File: config.mk
export PLATFORM = sky130hd
export DESIGN_NAME = quadrature_tachometer_flat
export DESIGN_NICKNAME = d
export VERILOG_FILES = /design/src/rtl/qt_pkg.sv /design/src/rtl/qt_if.sv /design/src/rtl/qt_datapath.sv /design/src/rtl/qt_ctrl.sv /design/src/rtl/quadrature_tachometer.sv /design/src/flat_wrapper.sv
export SDC_FILE = /design/constraint.sdc
export NUM_CORES = 1
export LEC_CHECK = 0
export CORE_ASPECT_RATIO = 0.6
export CORE_MARGIN = 4
export CORE_UTILIZATION = 55
export DETAILED_ROUTE_END_ITERATION = 10
export DONT_BUFFER_PORTS = 1
export GPL_ROUTABILITY_DRIVEN = 0
export PLACE_DENSITY = 0.66
export SYNTH_ARGS = -nofsm -noshare
export SYNTH_HDL_FRONTEND = slang
export SYNTH_SLANG_ARGS = --single-unit
export TNS_END_PERCENT = 5
File: constraint.sdc
create_clock -name clk_i -period 12.9 [get_ports clk_i]
set_input_delay 1.29 -clock clk_i [delete_from_list [all_inputs] [get_ports clk_i]]
set_output_delay 1.29 -clock clk_i [all_outputs]
set_load 0.02 [all_outputs]
File: src/rtl/qt_pkg.sv
// ----------------------------------------------------------------------------
// qt_pkg
// Shared types and constants for the quadrature tachometer: quadrature
// direction table, rpm numerator, controller states and control structs.
// ----------------------------------------------------------------------------
package qt_pkg;

  // Sectors-per-revolution register width
  localparam int unsigned SprWidth   = 8;
  // Quotient (rpm) width and the numerator it is taken from
  localparam int unsigned QuotWidth  = 16;
  localparam logic [QuotWidth-1:0] RpmNumerator = 16'd60000;
  // Divider step counter, one quotient bit per step
  localparam int unsigned StepWidth  = $clog2(QuotWidth);
  // Direction width (signed -1, 0, +1)
  localparam int unsigned DirWidth   = 2;

  typedef logic signed [DirWidth-1:0] qt_dir_t;

  typedef enum logic [1:0] {
    QT_IDLE,
    QT_DIV,
    QT_FIN
  } qt_state_e;

  // Controller to datapath
  typedef struct packed {
    logic take;          // input item transfer
    logic div_step;      // one restoring-division step
    logic out_from_item; // load result register straight from the item
    logic out_from_div;  // load result register from the divider
  } qt_cmd_t;

  // Datapath to controller
  typedef struct packed {
    logic need_div;      // current item is a stop edge with non-zero period
    logic div_last;      // final divider step in progress
  } qt_status_t;

  // Quadrature table indexed by {old_a, old_b, new_a, new_b}
  function automatic qt_dir_t dir_lookup(input logic [3:0] idx);
    qt_dir_t d;
    case (idx)
      4'd1, 4'd7, 4'd8, 4'd14:   d = 2'sd1;
      4'd2, 4'd4, 4'd11, 4'd13:  d = -2'sd1;
      default:                   d = 2'sd0;
    endcase
    return d;
  endfunction

endpackage

File: src/rtl/qt_if.sv
// ----------------------------------------------------------------------------
// qt interfaces
// Valid/ready channels for input items, result items and configuration.
// ----------------------------------------------------------------------------
interface qt_in_if;
  logic valid;
  logic ready;
  logic operation;
  logic edge_a;
  logic edge_b;
  modport source (output valid, output operation, output edge_a, output edge_b,
                  input ready);
  modport sink   (input valid, input operation, input edge_a, input edge_b,
                  output ready);
endinterface

interface qt_out_if;
  logic               valid;
  logic               ready;
  logic signed [1:0]  turn_direction;
  logic [15:0]        speed_rpm;
  logic               rpm_updated;
  logic               zero_period;
  modport source (output valid, output turn_direction, output speed_rpm,
                  output rpm_updated, output zero_period, input ready);
  modport sink   (input valid, input turn_direction, input speed_rpm,
                  input rpm_updated, input zero_period, output ready);
endinterface

interface qt_cfg_if;
  logic       valid;
  logic       ready;
  logic [7:0] sectors_per_rev;
  modport source (output valid, output sectors_per_rev, input ready);
  modport sink   (input valid, input sectors_per_rev, output ready);
endinterface

File: src/rtl/qt_datapath.sv
// ----------------------------------------------------------------------------
// qt_datapath
// Phase tracking, millisecond counter, period product, bit-serial restoring
// divider and the result register.
// ----------------------------------------------------------------------------
module qt_datapath import qt_pkg::*; #(
  parameter int unsigned COUNT_WIDTH = 16
) (
  input  logic                clk_i,
  input  logic                rst_ni,
  input  qt_cmd_t             cmd_i,
  output qt_status_t          status_o,
  input  logic                operation_i,
  input  logic                edge_a_i,
  input  logic                edge_b_i,
  input  logic                cfg_we_i,
  input  logic [SprWidth-1:0] cfg_data_i,
  output qt_dir_t             turn_direction_o,
  output logic [QuotWidth-1:0] speed_rpm_o,
  output logic                rpm_updated_o,
  output logic                zero_period_o
);

  localparam int unsigned DivWidth = COUNT_WIDTH + SprWidth;

  // Architectural state
  logic [SprWidth-1:0]    spr_q;
  logic                   phase_a_q, phase_b_q;
  logic                   measuring_q;
  logic [COUNT_WIDTH-1:0] ms_count_q;
  logic [QuotWidth-1:0]   rpm_q;
  qt_dir_t                dir_q;

  // Divider state
  logic [DivWidth-1:0]    div_q;
  logic [DivWidth-1:0]    rem_q, rem_d;
  logic [QuotWidth-1:0]   quo_q, quo_d;
  logic [StepWidth-1:0]   step_q;

  // Result register
  qt_dir_t                res_dir_q;
  logic [QuotWidth-1:0]   res_rpm_q;
  logic                   res_upd_q;
  logic                   res_zero_q;

  logic                   is_edge, stop, nonzero;
  logic                   new_a, new_b;
  qt_dir_t                dir_new, dir_now;
  logic [DivWidth-1:0]    prod;
  logic [DivWidth:0]      trial, trial_sub;

  // Item decode
  assign is_edge = operation_i & (edge_a_i | edge_b_i);
  assign stop    = is_edge & measuring_q;
  assign nonzero = (ms_count_q != '0) && (spr_q != '0);
  assign new_a   = phase_a_q ^ (edge_a_i & ~edge_b_i);
  assign new_b   = phase_b_q ^ (edge_b_i & ~edge_a_i);
  assign dir_new = dir_lookup({phase_a_q, phase_b_q, new_a, new_b});
  assign dir_now = is_edge ? dir_new : dir_q;

  assign status_o.need_div = stop & nonzero;
  assign status_o.div_last = (step_q == '1);

  // Period product: counted ms times sectors
  assign prod = DivWidth'(ms_count_q) * DivWidth'(spr_q);

  // Restoring divider step
  assign trial     = {rem_q, quo_q[QuotWidth-1]};
  assign trial_sub = trial - {1'b0, div_q};
  always_comb begin
    if (trial >= {1'b0, div_q}) begin
      rem_d = trial_sub[DivWidth-1:0];
      quo_d = {quo_q[QuotWidth-2:0], 1'b1};
    end else begin
      rem_d = trial[DivWidth-1:0];
      quo_d = {quo_q[QuotWidth-2:0], 1'b0};
    end
  end

  // Configuration register
  always_ff @(posedge clk_i or negedge rst_ni) begin
    if (!rst_ni) begin
      spr_q <= SprWidth'(24);
    end else if (cfg_we_i) begin
      spr_q <= cfg_data_i;
    end
  end

  // Phases, measurement window and counter
  always_ff @(posedge clk_i or negedge rst_ni) begin
    if (!rst_ni) begin
      phase_a_q   <= 1'b0;
      phase_b_q   <= 1'b0;
      measuring_q <= 1'b0;
      ms_count_q  <= '0;
      dir_q       <= '0;
    end else if (cmd_i.take) begin
      if (!operation_i) begin
        if (measuring_q && (ms_count_q != '1)) begin
          ms_count_q <= ms_count_q + 1'b1;
        end
      end else if (is_edge) begin
        measuring_q <= ~measuring_q;
        if (measuring_q) begin
          ms_count_q <= '0;
        end
        phase_a_q <= new_a;
        phase_b_q <= new_b;
        dir_q     <= dir_new;
      end
    end
  end

  // Held rpm
  always_ff @(posedge clk_i or negedge rst_ni) begin
    if (!rst_ni) begin
      rpm_q <= '0;
    end else if (cmd_i.out_from_div) begin
      rpm_q <= quo_q;
    end
  end

  // Divider registers
  always_ff @(posedge clk_i or negedge rst_ni) begin
    if (!rst_ni) begin
      step_q <= '0;
    end else if (cmd_i.take) begin
      step_q <= '0;
    end else if (cmd_i.div_step) begin
      step_q <= step_q + 1'b1;
    end
  end

  always_ff @(posedge clk_i) begin
    if (cmd_i.take) begin
      div_q <= prod;
      rem_q <= '0;
      quo_q <= RpmNumerator;
    end else if (cmd_i.div_step) begin
      rem_q <= rem_d;
      quo_q <= quo_d;
    end
  end

  // Result register
  always_ff @(posedge clk_i) begin
    if (cmd_i.out_from_item) begin
      res_dir_q  <= dir_now;
      res_rpm_q  <= rpm_q;
      res_upd_q  <= 1'b0;
      res_zero_q <= stop & ~nonzero;
    end else if (cmd_i.out_from_div) begin
      res_dir_q  <= dir_q;
      res_rpm_q  <= quo_q;
      res_upd_q  <= 1'b1;
      res_zero_q <= 1'b0;
    end
  end

  assign turn_direction_o = res_dir_q;
  assign speed_rpm_o      = res_rpm_q;
  assign rpm_updated_o    = res_upd_q;
  assign zero_period_o    = res_zero_q;

endmodule

File: src/rtl/qt_ctrl.sv
// ----------------------------------------------------------------------------
// qt_ctrl
// Sequencer: takes items, runs the divider for stop edges and manages the
// result register's valid flag.
// ----------------------------------------------------------------------------
module qt_ctrl import qt_pkg::*; (
  input  logic       clk_i,
  input  logic       rst_ni,
  input  logic       in_valid_i,
  output logic       in_ready_o,
  output logic       out_valid_o,
  input  logic       out_ready_i,
  input  qt_status_t status_i,
  output qt_cmd_t    cmd_o,
  output qt_state_e  state_o
);

  qt_state_e state_q, state_d;
  logic      out_valid_q, out_valid_d;
  logic      slot_free;

  // Result slot can take a new value this cycle
  assign slot_free = ~out_valid_q | out_ready_i;

  always_ff @(posedge clk_i or negedge rst_ni) begin
    if (!rst_ni) begin
      state_q     <= QT_IDLE;
      out_valid_q <= 1'b0;
    end else begin
      state_q     <= state_d;
      out_valid_q <= out_valid_d;
    end
  end

  // Next state and commands
  always_comb begin
    state_d    = state_q;
    cmd_o      = '0;
    in_ready_o = 1'b0;
    case (state_q)
      QT_IDLE: begin
        in_ready_o = slot_free;
        if (in_valid_i && slot_free) begin
          cmd_o.take = 1'b1;
          if (status_i.need_div) begin
            state_d = QT_DIV;
          end else begin
            cmd_o.out_from_item = 1'b1;
          end
        end
      end
      QT_DIV: begin
        cmd_o.div_step = 1'b1;
        if (status_i.div_last) begin
          state_d = QT_FIN;
        end
      end
      QT_FIN: begin
        if (slot_free) begin
          cmd_o.out_from_div = 1'b1;
          state_d            = QT_IDLE;
        end
      end
      default: begin
        state_d = QT_IDLE;
      end
    endcase

    if (cmd_o.out_from_item || cmd_o.out_from_div) begin
      out_valid_d = 1'b1;
    end else if (out_ready_i) begin
      out_valid_d = 1'b0;
    end else begin
      out_valid_d = out_valid_q;
    end
  end

  assign out_valid_o = out_valid_q;
  assign state_o     = state_q;

endmodule

File: src/rtl/quadrature_tachometer.sv
// ----------------------------------------------------------------------------
// quadrature_tachometer
// Quadrature decoder with period-based rpm measurement.
// ----------------------------------------------------------------------------
// Every input item (millisecond tick or sensor edge event) yields exactly one
// result. Ticks, edge events that start a measurement, events without an edge
// and stop edges with a zero period land in the result register at once. For
// a stop edge with a non-zero period the period product (count times sectors
// per revolution) is registered when the item is taken, the restoring divider
// produces one bit of 60000 / product per cycle, and the result is loaded once
// the result register is free. A new item is taken whenever the sequencer is
// idle and the result register is empty or being drained in the same cycle.
// The configuration channel is always ready; write it only while idle.
module quadrature_tachometer import qt_pkg::*; #(
  parameter int unsigned COUNT_WIDTH = 16
) (
  input  logic      clk_i,
  input  logic      rst_ni,
  qt_in_if.sink     in_i,
  qt_out_if.source  out_o,
  qt_cfg_if.sink    cfg_i
);

  qt_cmd_t    cmd;
  qt_status_t status;
  qt_state_e  state;

  assign cfg_i.ready = 1'b1;

  qt_ctrl u_ctrl (
    .clk_i       (clk_i),
    .rst_ni      (rst_ni),
    .in_valid_i  (in_i.valid),
    .in_ready_o  (in_i.ready),
    .out_valid_o (out_o.valid),
    .out_ready_i (out_o.ready),
    .status_i    (status),
    .cmd_o       (cmd),
    .state_o     (state)
  );

  qt_datapath #(
    .COUNT_WIDTH (COUNT_WIDTH)
  ) u_datapath (
    .clk_i            (clk_i),
    .rst_ni           (rst_ni),
    .cmd_i            (cmd),
    .status_o         (status),
    .operation_i      (in_i.operation),
    .edge_a_i         (in_i.edge_a),
    .edge_b_i         (in_i.edge_b),
    .cfg_we_i         (cfg_i.valid),
    .cfg_data_i       (cfg_i.sectors_per_rev),
    .turn_direction_o (out_o.turn_direction),
    .speed_rpm_o      (out_o.speed_rpm),
    .rpm_updated_o    (out_o.rpm_updated),
    .zero_period_o    (out_o.zero_period)
  );

  // A result is either a fresh rpm or a zero-period report, never both
  a_flags_exclusive: assert property (@(posedge clk_i) disable iff (!rst_ni)
    out_o.valid |-> !(out_o.rpm_updated && out_o.zero_period))
    else $error("rpm_updated and zero_period both set");

  // A transferred item either has its result waiting or the divider running
  a_item_progress: assert property (@(posedge clk_i) disable iff (!rst_ni)
    (in_i.valid && in_i.ready) |=> (out_o.valid || state == QT_DIV))
    else $error("accepted item produced neither result nor division");

  // No item is taken while a division is in flight
  a_busy_blocks: assert property (@(posedge clk_i) disable iff (!rst_ni)
    (state == QT_DIV || state == QT_FIN) |-> !in_i.ready)
    else $error("input ready during division");

endmodule
File: src/flat_wrapper.sv
// flat-port wrapper written by rule: the top's interface ports become plain ports
module quadrature_tachometer_flat import qt_pkg::*;
#(
  parameter int unsigned COUNT_WIDTH = 16
)
  (clk_i, rst_ni, in_i_valid, in_i_operation, in_i_edge_a, in_i_edge_b, in_i_ready, out_o_valid, out_o_turn_direction, out_o_speed_rpm, out_o_rpm_updated, out_o_zero_period, out_o_ready, cfg_i_valid, cfg_i_sectors_per_rev, cfg_i_ready);
  qt_in_if in_i_i ();
  qt_out_if out_o_i ();
  qt_cfg_if cfg_i_i ();
  input  logic clk_i;
  input  logic rst_ni;
  input wire logic [$bits(in_i_i.valid)-1:0] in_i_valid;
  input wire logic [$bits(in_i_i.operation)-1:0] in_i_operation;
  input wire logic [$bits(in_i_i.edge_a)-1:0] in_i_edge_a;
  input wire logic [$bits(in_i_i.edge_b)-1:0] in_i_edge_b;
  output wire logic [$bits(in_i_i.ready)-1:0] in_i_ready;
  output wire logic [$bits(out_o_i.valid)-1:0] out_o_valid;
  output wire logic [$bits(out_o_i.turn_direction)-1:0] out_o_turn_direction;
  output wire logic [$bits(out_o_i.speed_rpm)-1:0] out_o_speed_rpm;
  output wire logic [$bits(out_o_i.rpm_updated)-1:0] out_o_rpm_updated;
  output wire logic [$bits(out_o_i.zero_period)-1:0] out_o_zero_period;
  input wire logic [$bits(out_o_i.ready)-1:0] out_o_ready;
  input wire logic [$bits(cfg_i_i.valid)-1:0] cfg_i_valid;
  input wire logic [$bits(cfg_i_i.sectors_per_rev)-1:0] cfg_i_sectors_per_rev;
  output wire logic [$bits(cfg_i_i.ready)-1:0] cfg_i_ready;
  assign in_i_i.valid = in_i_valid;
  assign in_i_i.operation = in_i_operation;
  assign in_i_i.edge_a = in_i_edge_a;
  assign in_i_i.edge_b = in_i_edge_b;
  assign in_i_ready = in_i_i.ready;
  assign out_o_valid = out_o_i.valid;
  assign out_o_turn_direction = out_o_i.turn_direction;
  assign out_o_speed_rpm = out_o_i.speed_rpm;
  assign out_o_rpm_updated = out_o_i.rpm_updated;
  assign out_o_zero_period = out_o_i.zero_period;
  assign out_o_i.ready = out_o_ready;
  assign cfg_i_i.valid = cfg_i_valid;
  assign cfg_i_i.sectors_per_rev = cfg_i_sectors_per_rev;
  assign cfg_i_ready = cfg_i_i.ready;
  quadrature_tachometer #(.COUNT_WIDTH(COUNT_WIDTH)) u_core (.clk_i(clk_i), .rst_ni(rst_ni), .in_i(in_i_i), .out_o(out_o_i), .cfg_i(cfg_i_i));
endmodule
==> metrics, run 1 <==
synthesized flop and latch total=136; syn_nets=1335; drt total wl=24900 um; Post-Place Cell Area=0.01109 mm2; Fin. Hold Viols=0; max-cap viol count=0; status=finished, final reports clean; post-synth cell types=61; Core Box Area=0.01927 mm2; power per cell area=184.7 mW/mm2; CTS Sinks=136; Final period util=0.4496; Setup CP Type=flip-flop to flip-flop; # DRC=0; placed cell count=1377; Design Area, Final=0.01166 mm2; FFs w/ async S/R, synth=0.3824; Critical Path RT=13070 ps; Final Worst Setup Slack=7100 ps; vias in the first global route=7715; antenna violations before repair=1; setup TNS=0 ps; HP Class=flip-flop to flip-flop; aggregate global-route resource usage=0.2375; Max Slew Vio Count=0; pre-CTS WS=7210 ps; DR iter-0 viols=652; CTS H-tree depth=4; largest net degree at the start of global routing=53; Tmin final=5800 ps; hold_ws=459.7 ps; grt ovf=0; Ant. Diodes=0; Max IR drop VDD=0.1589 mV; LEAKAGE=5.440 nW; r2r setup slk=7100 ps; Fin Clk Skew=10.50 ps; DRT Pass-1 Iters=5; f_max=172.4 MHz; num ports=39; Crit. End Element=flip-flop; Die Ht=117.1 um; port buffer count=0; Nets=1306; hold_buf cts=0; FP Rows=39; Initial Util=0.5664; area grow syn2layout=6.843%; Worst-Margin Slew=1023 ps; Seq/Total Area, Yosys=0.3129; post-CTS sizing=0; total vias in the final route=7918; first-pass GRT wire length=41410 um; die area=0.02224 mm2; layout cell share with drive strength beyond 1=0.08049; crit start category=flip-flop; antenna-violating nets left=0; clk_lat worst skew=430 ps; Via density=5.620; die width=189.9 um; Ys Warns=0; Worst Path Arrival=5970 ps; slew margin rel.=0.3117; Post-synth EDFFs=43; Finished Layout Cells=1409; WL/cell=17.67 um; Clock Tree Root=clkbuf_16; Post-Syn Instances=1159; Post-Syn Area per Cell=9.419 um2; Primary FF master, synth=dfrtp_1; CTS Buf Count=17; CTS tree=done; Longest Clk Path Bufs=2; Netlist Area Pre-Place=0.01092 mm2; HPWL Detailed=18240 um; clk slew on worst S/H paths=60 ps; RSZ-0062 raised after global routing=false; Post-CTS Setup Inserts=0; Worst Path Max Fanout=18; Setup-failing EPs final=0
-- worst paths after layout --
check / to / from / cells after the start
min reg2reg: u_core.u_datapath.rem_q[4]$_SDFFE_PP0P_ / u_core.u_datapath.rem_q[4]$_SDFFE_PP0P_ / 2
min: u_core.u_datapath.rem_q[4]$_SDFFE_PP0P_ / u_core.u_datapath.rem_q[4]$_SDFFE_PP0P_ / 2
max in group asynchronous: u_core.u_datapath.spr_q[3]$_DFFE_PN1P_ / rst_ni / 0
max reg2reg: u_core.u_datapath.div_q[23]$_DFFE_PP_ / u_core.u_datapath.spr_q[6]$_DFFE_PN0P_ / 17
max: u_core.u_datapath.div_q[23]$_DFFE_PP_ / u_core.u_datapath.spr_q[6]$_DFFE_PN0P_ / 17
min in group asynchronous: u_core.u_datapath.ms_count_q[14]$_DFFE_PN0P_ / rst_ni / 0
-- cell usage after synthesis (2+ instances only) --
library cell / number / area (um2)
o21a_1: 11 / 82.58
a311oi_1: 3 / 26.28
nand2_1: 103 / 386.6
o21ai_0: 58 / 290.3
o31a_1: 7 / 61.31
a21boi_0: 3 / 22.52
or4_1: 2 / 15.01
mux2_2: 41 / 461.7
and2_1: 111 / 694.4
dfxtp_1: 41 / 820.8
nand2b_1: 10 / 62.56
a31oi_1: 8 / 50.05
a211oi_2: 2 / 25.02
xor2_1: 22 / 192.7
dfstp_2: 2 / 52.55
nand3b_1: 3 / 22.52
and4_1: 3 / 26.28
a21oi_1: 44 / 220.2
nor2b_1: 10 / 62.56
ha_1: 75 / 938.4
mux2i_1: 7 / 70.07
and3_1: 7 / 43.79
fa_1: 85 / 1702
buf_4: 3 / 22.52
buf_2: 3 / 15.01
nor3_1: 13 / 65.06
xnor2_1: 29 / 254.0
or3_1: 6 / 37.54
nand4_1: 11 / 68.82
inv_1: 145 / 544.3
nor2_1: 55 / 206.5
o21ai_1: 13 / 65.06
edfxtp_1: 43 / 1291
clkbuf_1: 48 / 180.2
a21o_1: 9 / 67.56
nand3_1: 26 / 130.1
dfrtp_1: 50 / 1251
nor4_1: 8 / 50.05
a22oi_1: 4 / 30.03
o211ai_1: 9 / 67.56
or2_2: 2 / 12.51
o21bai_1: 5 / 37.54
-- sequential cells by signal (all words and copies together), names as in the netlist, 2 cells and up --
register and count:
u_core.u_ctrl.state_o 2, u_core.u_datapath.dir_q 2, u_core.u_datapath.div_q 24, u_core.u_datapath.ms_count_q 16, u_core.u_datapath.quo_q 16, u_core.u_datapath.rem_q 24
u_core.u_datapath.rpm_q 16, u_core.u_datapath.speed_rpm_o 16, u_core.u_datapath.spr_q 8, u_core.u_datapath.step_q 4, u_core.u_datapath.turn_direction_o 2
-- routing by layer --
metal | GRT usage | wire [um]
met1 | 0.3790 | 13360
met2 | 0.3200 | 9623
met3 | 0.06520 | 1655
met4 | 0.04913 | 262
met5 | 0 | 0
-- logic make-up (layout without fill, tap and decap cells) --
group	count (synthesis)	in the layout	synth area share
compound gates	189	189	0.1072
xor+xnor	51	51	0.04092
fa+ha+maj	160	160	0.2418
buf+inv	199	183	0.06980
flops	136	136	0.3129
mux	49	49	0.05077
other cells	1	1	0.0003435
simple gates	374	374	0.1763
-- area by class of cell --
cell class / count / area [um2]
fill: 1672 / 7611
multi-input combinational: 824 / 6748
sequential: 136 / 3416
inverter: 145 / 544.3
clock buffer: 19 / 442.9
tap: 266 / 332.8
clock inverter: 13 / 135.1
timing repair buffer: 6 / 45.04
-- per-stage QoR --
stage,utilization,total power [mW]
after floorplan,-,1.438
after global placement,0.5751,1.642
after detailed placement,0.5751,1.663
after CTS,0.6051,2.155
after global routing,0.6051,2.318
final,0.6051,2.155
-- power by group --
| group | total [mW] | internal [mW] | switching, mW |
|---|---|---|---|
| combinational | 0.955 | 0.389 | 0.566 |
| sequential | 0.714 | 0.590 | 0.124 |
| clock | 0.485 | 0.276 | 0.209 |
-- worst max-delay path, cell delays in order, from the launching register on --
cell      delay [ps]
dfrtp_1          710
nand2_1          150
fa_1             510
fa_1             560
inv_1             60
fa_1             530
inv_1             50
fa_1             530
inv_1             40
ha_1             330
o21a_1           130
o31a_1           180
o221ai_1         160
a21oi_1          360
o211ai_1         270
o21ai_0          610
and4_1           300
nor3_1            50
-- cells in the final DEF (no fill, tap or decap), types with 5 or more instances in the layout --
master and instances:
a21o_1 9, a21oi_1 44, a31oi_1 7, and2_1 111
and3_1 7, buf_4 6, clkbuf_16 17, dfrtp_1 50
dfxtp_1 41, edfxtp_1 43, fa_1 85, ha_1 75
inv_1 145, mux2_2 41, mux2i_1 7, nand2_1 103
nand2b_1 10, nand3_1 26, nand4_1 11, nor2_1 55
nor2b_1 9, nor3_1 13, nor4_1 8, o211ai_1 9
o21a_1 11, o21ai_0 58, o21ai_1 13, o21bai_1 5
o31a_1 7, or3_1 6, xnor2_1 29, xor2_1 22
Power figures use the tool's default switching activity.
==> run 2, diff against run 1 <==
--- a/config.mk
+++ b/config.mk
@@ -11,7 +11,7 @@
 export DETAILED_ROUTE_END_ITERATION = 10
 export DONT_BUFFER_PORTS = 1
 export GPL_ROUTABILITY_DRIVEN = 0
-export PLACE_DENSITY = 0.66
+export PLACE_DENSITY = 0.69
 export SYNTH_ARGS = -nofsm -noshare
 export SYNTH_HDL_FRONTEND = slang
 export SYNTH_SLANG_ARGS = --single-unit
==> constraint.sdc (replaced) <==
create_clock -name clk_i -period 5.05 [get_ports clk_i]
set_input_delay 0.505 -clock clk_i [delete_from_list [all_inputs] [get_ports clk_i]]
set_output_delay 0.505 -clock clk_i [all_outputs]
set_load 0.02 [all_outputs]
==> metrics, run 2 (synthesis results as in run 1) <==
status=finished, final reports clean; port buffer count=0 (unchanged); most used cell, CP=fa_1; RSZ-0062 raised after global routing=true; clk_lat worst skew=420 ps (about the same); Crit-path slowest cell=fa_1; crit path to=u_core.u_datapath.div_q[20]$_DFFE_PP_; aggregate global-route resource usage=0.2420 (+0.004478); Worst Path Max Fanout=8 (-10); commonest non-fill, non-tap cell in the layout=inv_1; largest net degree at the start of global routing=53 (unchanged); LEAKAGE=5.666 nW (+4.2%); HP Class=input pin to flip-flop; FP Rows=39 (unchanged); Ant. Diodes=0 (unchanged); WL/cell=17.50 um (-0.98%); CTS H-tree depth=4 (unchanged); Crit path depth=17 (unchanged); hold_ws=191.8 ps (-267.8 ps); Tmin final=4913 ps (-887.4 ps); HPWL Detailed=18760 um (+2.9%); Fin. Hold Viols=0 (unchanged); slew margin rel.=0.3613 (+0.04961); DRT Pass-1 Iters=5 (unchanged); Critical Path RT=5210 ps (-7860 ps); capture point of the worst reg-to-reg path=u_core.u_datapath.div_q[20]$_DFFE_PP_; r2r setup slk=140 ps (-6960 ps); CTS tree=done; die area=0.02224 mm2 (unchanged); antenna-violating nets left=0 (unchanged); Worst Path Arrival=5070 ps (-900 ps); grt ovf=0 (unchanged); Fin Clk Skew=15.17 ps (+4.663 ps); antenna violations before repair=0 (-1); Max Slew Vio Count=0 (unchanged); Initial Util=0.5664 (unchanged); CP delay by family, top=adder cells; CTS Sinks=136 (unchanged); # DRC=0 (unchanged); num ports=39 (unchanged); layout cell share with drive strength beyond 1=0.1373 (+0.05683); Clock Tree Root=clkbuf_16; Via density=5.491 (-2.3%); power per cell area=456.3 mW/mm2 (+150%); max-cap viol count=0 (unchanged); FF-to-FF path depth=17 (unchanged); Longest Clk Path Bufs=2 (unchanged); most frequent cells in the layout=inv_1 (145), and2_1 (106), nand2_1 (102); critical path, cell by cell=and2_1 -> fa_1 -> fa_1 -> fa_1 -> inv_1 -> fa_1 -> inv_1 -> ha_2 -> or3_4 -> nor2_4 -> o21ai_2 -> a41oi_2 -> buf_4 -> o211ai_1 -> a31oi_1 -> o21bai_1 -> xor2_1; Nets=1350 (+3.4%); total vias in the final route=7978 (+0.76%); Setup-failing EPs final=0 (unchanged); Largest regs=u_core.u_datapath.div_q x24, u_core.u_datapath.rem_q x24; die width=189.9 um (unchanged); Worst-Margin Slew=957.1 ps (-66.27 ps); Core Box Area=0.01927 mm2 (unchanged); f_max=203.5 MHz (+18%); peak per-stage delay on the critical path=540 ps (-170 ps); vias in the first global route=7962 (+3.2%); buffers plus inverters on the worst setup path=3 (unchanged); Final period util=0.9728 (+0.5232); DR iter-0 viols=713 (+9.4%); area grow syn2layout=11.17%; drt total wl=25420 um (+2.1%); crit path from=u_core.u_datapath.ms_count_q[5]$_DFFE_PN0P_; Crit. End Element=flip-flop; Setup CP Type=flip-flop to flip-flop; crit start category=flip-flop; worst reg2reg path startpoint=u_core.u_datapath.ms_count_q[5]$_DFFE_PN0P_; Max IR drop VDD=0.2976 mV (+87%); first-pass GRT wire length=42350 um (+2.3%); total power=5.538 mW (+160%); Die Ht=117.1 um (unchanged); hold path start=in_i_operation; CTS Buf Count=17 (unchanged); clk slew on worst S/H paths=60 ps (about the same)
run 2: layout make-up:
| class | instances | area (um2) |
|---|---|---|
| Inverter | 145 | 544.3 |
| Clock buffer | 19 | 432.9 |
| Fill cell | 1600 | 7138 |
| Multi-Input combinational cell | 824 | 6857 |
| Tap cell | 266 | 332.8 |
| Timing Repair Buffer | 50 | 425.4 |
| Sequential cell | 136 | 3426 |
| Clock inverter | 13 | 118.9 |
run 2: layer usage:
layer	vias to the layer above	track usage	share of wire
met5	-	0	0
met4	0	0.04817	0.011
met3	20	0.05928	0.072
met2	248	0.3390	0.40
met1	3834	0.3813	0.52
li1	3876	-	-
run 2: through the flow:
step                utilization  TNS, ps  area (um2)  worst slack, ps  cells
floorplan                     -        0       10920            15.81   1159
global placement         0.5915        0       11400            18.32   1417
detailed placement       0.5915   -263.3       11400           -125.1   1417
finish                   0.6297        0       12140            137.1   1453
CTS                      0.6223        0       12000            11.31   1451
global route             0.6297   -25.79       12140           -25.79   1453
run 2: power breakdown:
group | internal [mW] | switching (mW)
Sequential | 1.51 | 0.287
Clock | 0.685 | 0.513
Combinational | 1.04 | 1.50
run 2: worst min-delay path by stage:
stage / to / slack (ps) / cells after the start
after floorplan: u_core.u_ctrl.out_valid_o$_DFFE_PN0P_ / 210 / 0
after global placement: u_core.u_datapath.ms_count_q[14]$_DFFE_PN0P_ / 210 / 0
after detailed placement: u_core.u_datapath.ms_count_q[15]$_DFFE_PN0P_ / 210 / 0
after CTS: u_core.u_datapath.dir_q[1]$_DFFE_PN0P_ / 170 / 1
after global routing: u_core.u_datapath.dir_q[1]$_DFFE_PN0P_ / 180 / 1
final: u_core.u_datapath.dir_q[1]$_DFFE_PN0P_ / 190 / 1
run 2: what timing repair did:
item	4_1_cts	5_1_grt
buffers inserted	0	2
hold buffers	2	0
pin swaps	2	16
setup endpoints to repair	4	6
gates resized for setup	3	33
endpoints found under the hold margin	52	0
==> run 3, diff against run 2 <==
--- a/config.mk
+++ b/config.mk
@@ -7,11 +7,12 @@
 export LEC_CHECK = 0
 export CORE_ASPECT_RATIO = 0.6
 export CORE_MARGIN = 4
-export CORE_UTILIZATION = 55
+export CORE_UTILIZATION = 25
 export DETAILED_ROUTE_END_ITERATION = 10
 export DONT_BUFFER_PORTS = 1
 export GPL_ROUTABILITY_DRIVEN = 0
-export PLACE_DENSITY = 0.69
+export PLACE_DENSITY = 0.36
+export REMOVE_ABC_BUFFERS = 1
 export SYNTH_ARGS = -nofsm -noshare
 export SYNTH_HDL_FRONTEND = slang
 export SYNTH_SLANG_ARGS = --single-unit
==> constraint.sdc (replaced) <==
create_clock -name clk_i -period 5.05 [get_ports clk_i]
set_input_delay 0.7575 -clock clk_i [delete_from_list [all_inputs] [get_ports clk_i]]
set_output_delay 0.7575 -clock clk_i [all_outputs]
set_load 0.02 [all_outputs]
==> metrics, run 3 (synthesis results as in run 1) <==
Clock power frac=0.230 (+0.014); setup TNS=0 ps (unchanged); CTS tree=done; status=finished, final reports clean; Nets=1367 (+1.3%); Worst-Margin Slew=821.9 ps (-135.2 ps); DR iter-0 viols=383 (-46%); GR met3 Demand/Resource=0.02715 (-0.03213); commonest non-fill, non-tap cell in the layout=inv_1; DRT Pass-1 Iters=4 (-1); placed cell count=1730 (+22%); internal power=3.332 mW (+2.9%); Setup CP Type=flip-flop to flip-flop; die area=0.04718 mm2 (+110%); vias in the first global route=8177 (+2.7%); clk slew on worst S/H paths=70 ps (about the same); Finished Layout Cells=1774 (+22%); clk_lat worst skew=440 ps (+20 ps); FP Rows=58 (+49%); Tmin final=4823 ps (-90.14 ps); most frequent cells in the layout=inv_1 (144), and2_1 (110), nand2_1 (103); FF-to-FF path depth=17 (unchanged); Most Crowded Layer GR=met1; crit start category=flip-flop; aggregate global-route resource usage=0.1353 (-0.1067); Largest regs=u_core.u_datapath.div_q x24, u_core.u_datapath.rem_q x24; grt ovf=0 (unchanged); first-pass GRT wire length=49560 um (+17%); Core Box Area=0.04253 mm2 (+120%); r2r setup slk=230 ps (+90 ps); Worst Path Arrival=5000 ps (-70 ps); layout cell share with drive strength beyond 1=0.1470 (+0.009689); worst reg2reg path startpoint=u_core.u_datapath.spr_q[4]$_DFFE_PN1P_; Max IR drop VDD=0.1802 mV (-39%); WL/cell=17.26 um (-1.4%); Final Worst Setup Slack=227.3 ps (+90.14 ps); CTS Sinks=136 (unchanged); Via density=4.453 (-19%); Clock Tree Root=clkbuf_16; Initial Util=0.2567 (-0.3097); met2 usage=0.1812 (-0.1579); Final period util=0.9550 (-0.01785); capture point of the worst reg-to-reg path=u_core.u_datapath.div_q[22]$_DFFE_PP_; drt total wl=30610 um (+20%); antenna-violating nets left=0 (unchanged); most used cell, CP=fa_1; Longest Clk Path Bufs=2 (unchanged); peak per-stage delay on the critical path=600 ps (+60 ps); critical path, cell by cell=nand2_1 -> fa_1 -> fa_1 -> inv_1 -> fa_1 -> inv_1 -> fa_1 -> inv_1 -> ha_1 -> or3_4 -> nor2_4 -> o21ai_2 -> a41oi_2 -> o211ai_1 -> a31oi_2 -> o21bai_1 -> xor2_1; switching portion of total power=0.4279 (+0.01276); # DRC=0 (unchanged); port buffer count=0 (unchanged); Worst Path Max Fanout=5 (-3); Crit-path slowest cell=dfstp_2; Ant. Diodes=0 (unchanged); Die Ht=169.9 um (+45%); Fin Clk Skew=26.19 ps (+11.02 ps); f_max=207.4 MHz (+1.9%); Setup-failing EPs final=0 (unchanged); CTS Buf Count=17 (unchanged); P_sw=2.492 mW (+8.4%); Critical Path RT=5230 ps (+20 ps); num ports=39 (unchanged); slew margin rel.=0.4520 (+0.09072); Max Slew Vio Count=0 (unchanged); pre-CTS WS=-60.03 ps (+65.07 ps); total power=5.823 mW (+5.2%); total vias in the final route=7900 (-0.98%); Comb pwr share=0.459 (about the same); met1 Use GR=0.2211 (-0.1602); Crit. End Element=flip-flop; LEAKAGE=5.790 nW (+2.2%); largest net degree at the start of global routing=51 (-3.8%); HPWL Detailed=22940 um (+22%); Fin. Hold Viols=0 (unchanged); die width=277.8 um (+46%); HP Class=input pin to asynchronous set/reset pin; CTS H-tree depth=4 (unchanged); max-cap viol count=0 (unchanged); fill cell count=4544 (+180%); post-route core utilization=0.2988 (-0.3309); area grow syn2layout=16.39%; antenna violations before repair=0 (unchanged); part of the power in registers=0.311 (-0.013); power per cell area=458.3 mW/mm2 (+0.45%)
==> run 3: changes by cell type in the layout (fill, tap and decap cells not counted), sizes merged <==
| cell | before | now |
|---|---|---|
| buf | 49 | 67 |
| clkinv | 4 | 3 |
| inv | 152 | 154 |
| dlygate4sd3 | 1 | 0 |
| clkbuf | 19 | 18 |
==> run 3: layer usage <==
| layer | vias to the layer above | part of all wire |
|---|---|---|
| met2 | 82 | 0.38 |
| li1 | 3916 | - |
| met4 | 0 | 0.0060 |
| met1 | 3890 | 0.59 |
| met3 | 12 | 0.029 |
| met5 | - | 0 |
==> run 3: what timing repair did <==
action | CTS | global route
pin swaps | 1 | 14
cloned | 0 | 0
hold buffers | 1 | 0
setup endpoints to repair | 3 | 5
buffers inserted | 0 | 11
endpoints found under the hold margin | 50 | 0
gates resized for setup | 4 | 30
==> run 3: power groups by stage <==
stage | Combinational (mW) | Sequential (mW) | Clock [mW]
CTS | 2.66 | 1.82 | 1.39
global placement | 2.64 | 1.83 | 0
detailed placement | 2.64 | 1.83 | 0
global route | 3.04 | 1.85 | 1.44
finish | 2.67 | 1.81 | 1.34
floorplan | 1.86 | 1.75 | 0
==> run 3: area by class of cell <==
type	count	area, um2	share of cell area
clock inverters	14	170.2	0.01339
multi-input cells	824	6850	0.5391
well taps	570	713.2	0.05613
inverters	145	544.3	0.04284
repair buffers	67	550.5	0.04333
clock buffers	18	450.4	0.03545
flip-flops and latches	136	3427	0.2697
==> run 3: critical path: cells and delay by family (launching register included) <==
family | cells | cell delay, ps
AO/OA/AOI/OAI | 5 | 850
buffers and inverters | 3 | 150
adder cells (fa/ha/maj) | 5 | 2260
AND/OR/NAND/NOR | 3 | 550
XOR/XNOR | 1 | 150
flip-flops | 1 | 600
==> run 3: how the worst max path moves through the flow <==
stage	startpoint	to	slack, ps	cells past startpoint
2_1_floorplan	u_core.u_datapath.spr_q[4]$_DFFE_PN1P_	u_core.u_datapath.div_q[23]$_DFFE_PP_	190	17
3_3_place_gp	u_core.u_datapath.ms_count_q[3]$_DFFE_PN0P_	u_core.u_datapath.div_q[23]$_DFFE_PP_	3	16
3_5_place_dp	u_core.u_datapath.ms_count_q[3]$_DFFE_PN0P_	u_core.u_datapath.div_q[22]$_DFFE_PP_	-60	16
4_1_cts	u_core.u_datapath.ms_count_q[3]$_DFFE_PN0P_	u_core.u_datapath.div_q[23]$_DFFE_PP_	30	16
5_1_grt	u_core.u_datapath.spr_q[4]$_DFFE_PN1P_	u_core.u_datapath.div_q[22]$_DFFE_PP_	-3	18
6_report	u_core.u_datapath.spr_q[4]$_DFFE_PN1P_	u_core.u_datapath.div_q[22]$_DFFE_PP_	230	17
==> run 3: metrics by stage <==
step,cell area (um2),hold slack [ps]
5_1_grt,12710,132.2
3_3_place_gp,11840,451.5
3_5_place_dp,11840,453.8
6_report,12710,164.3
4_1_cts,12500,132.0
2_1_floorplan,10700,435.3
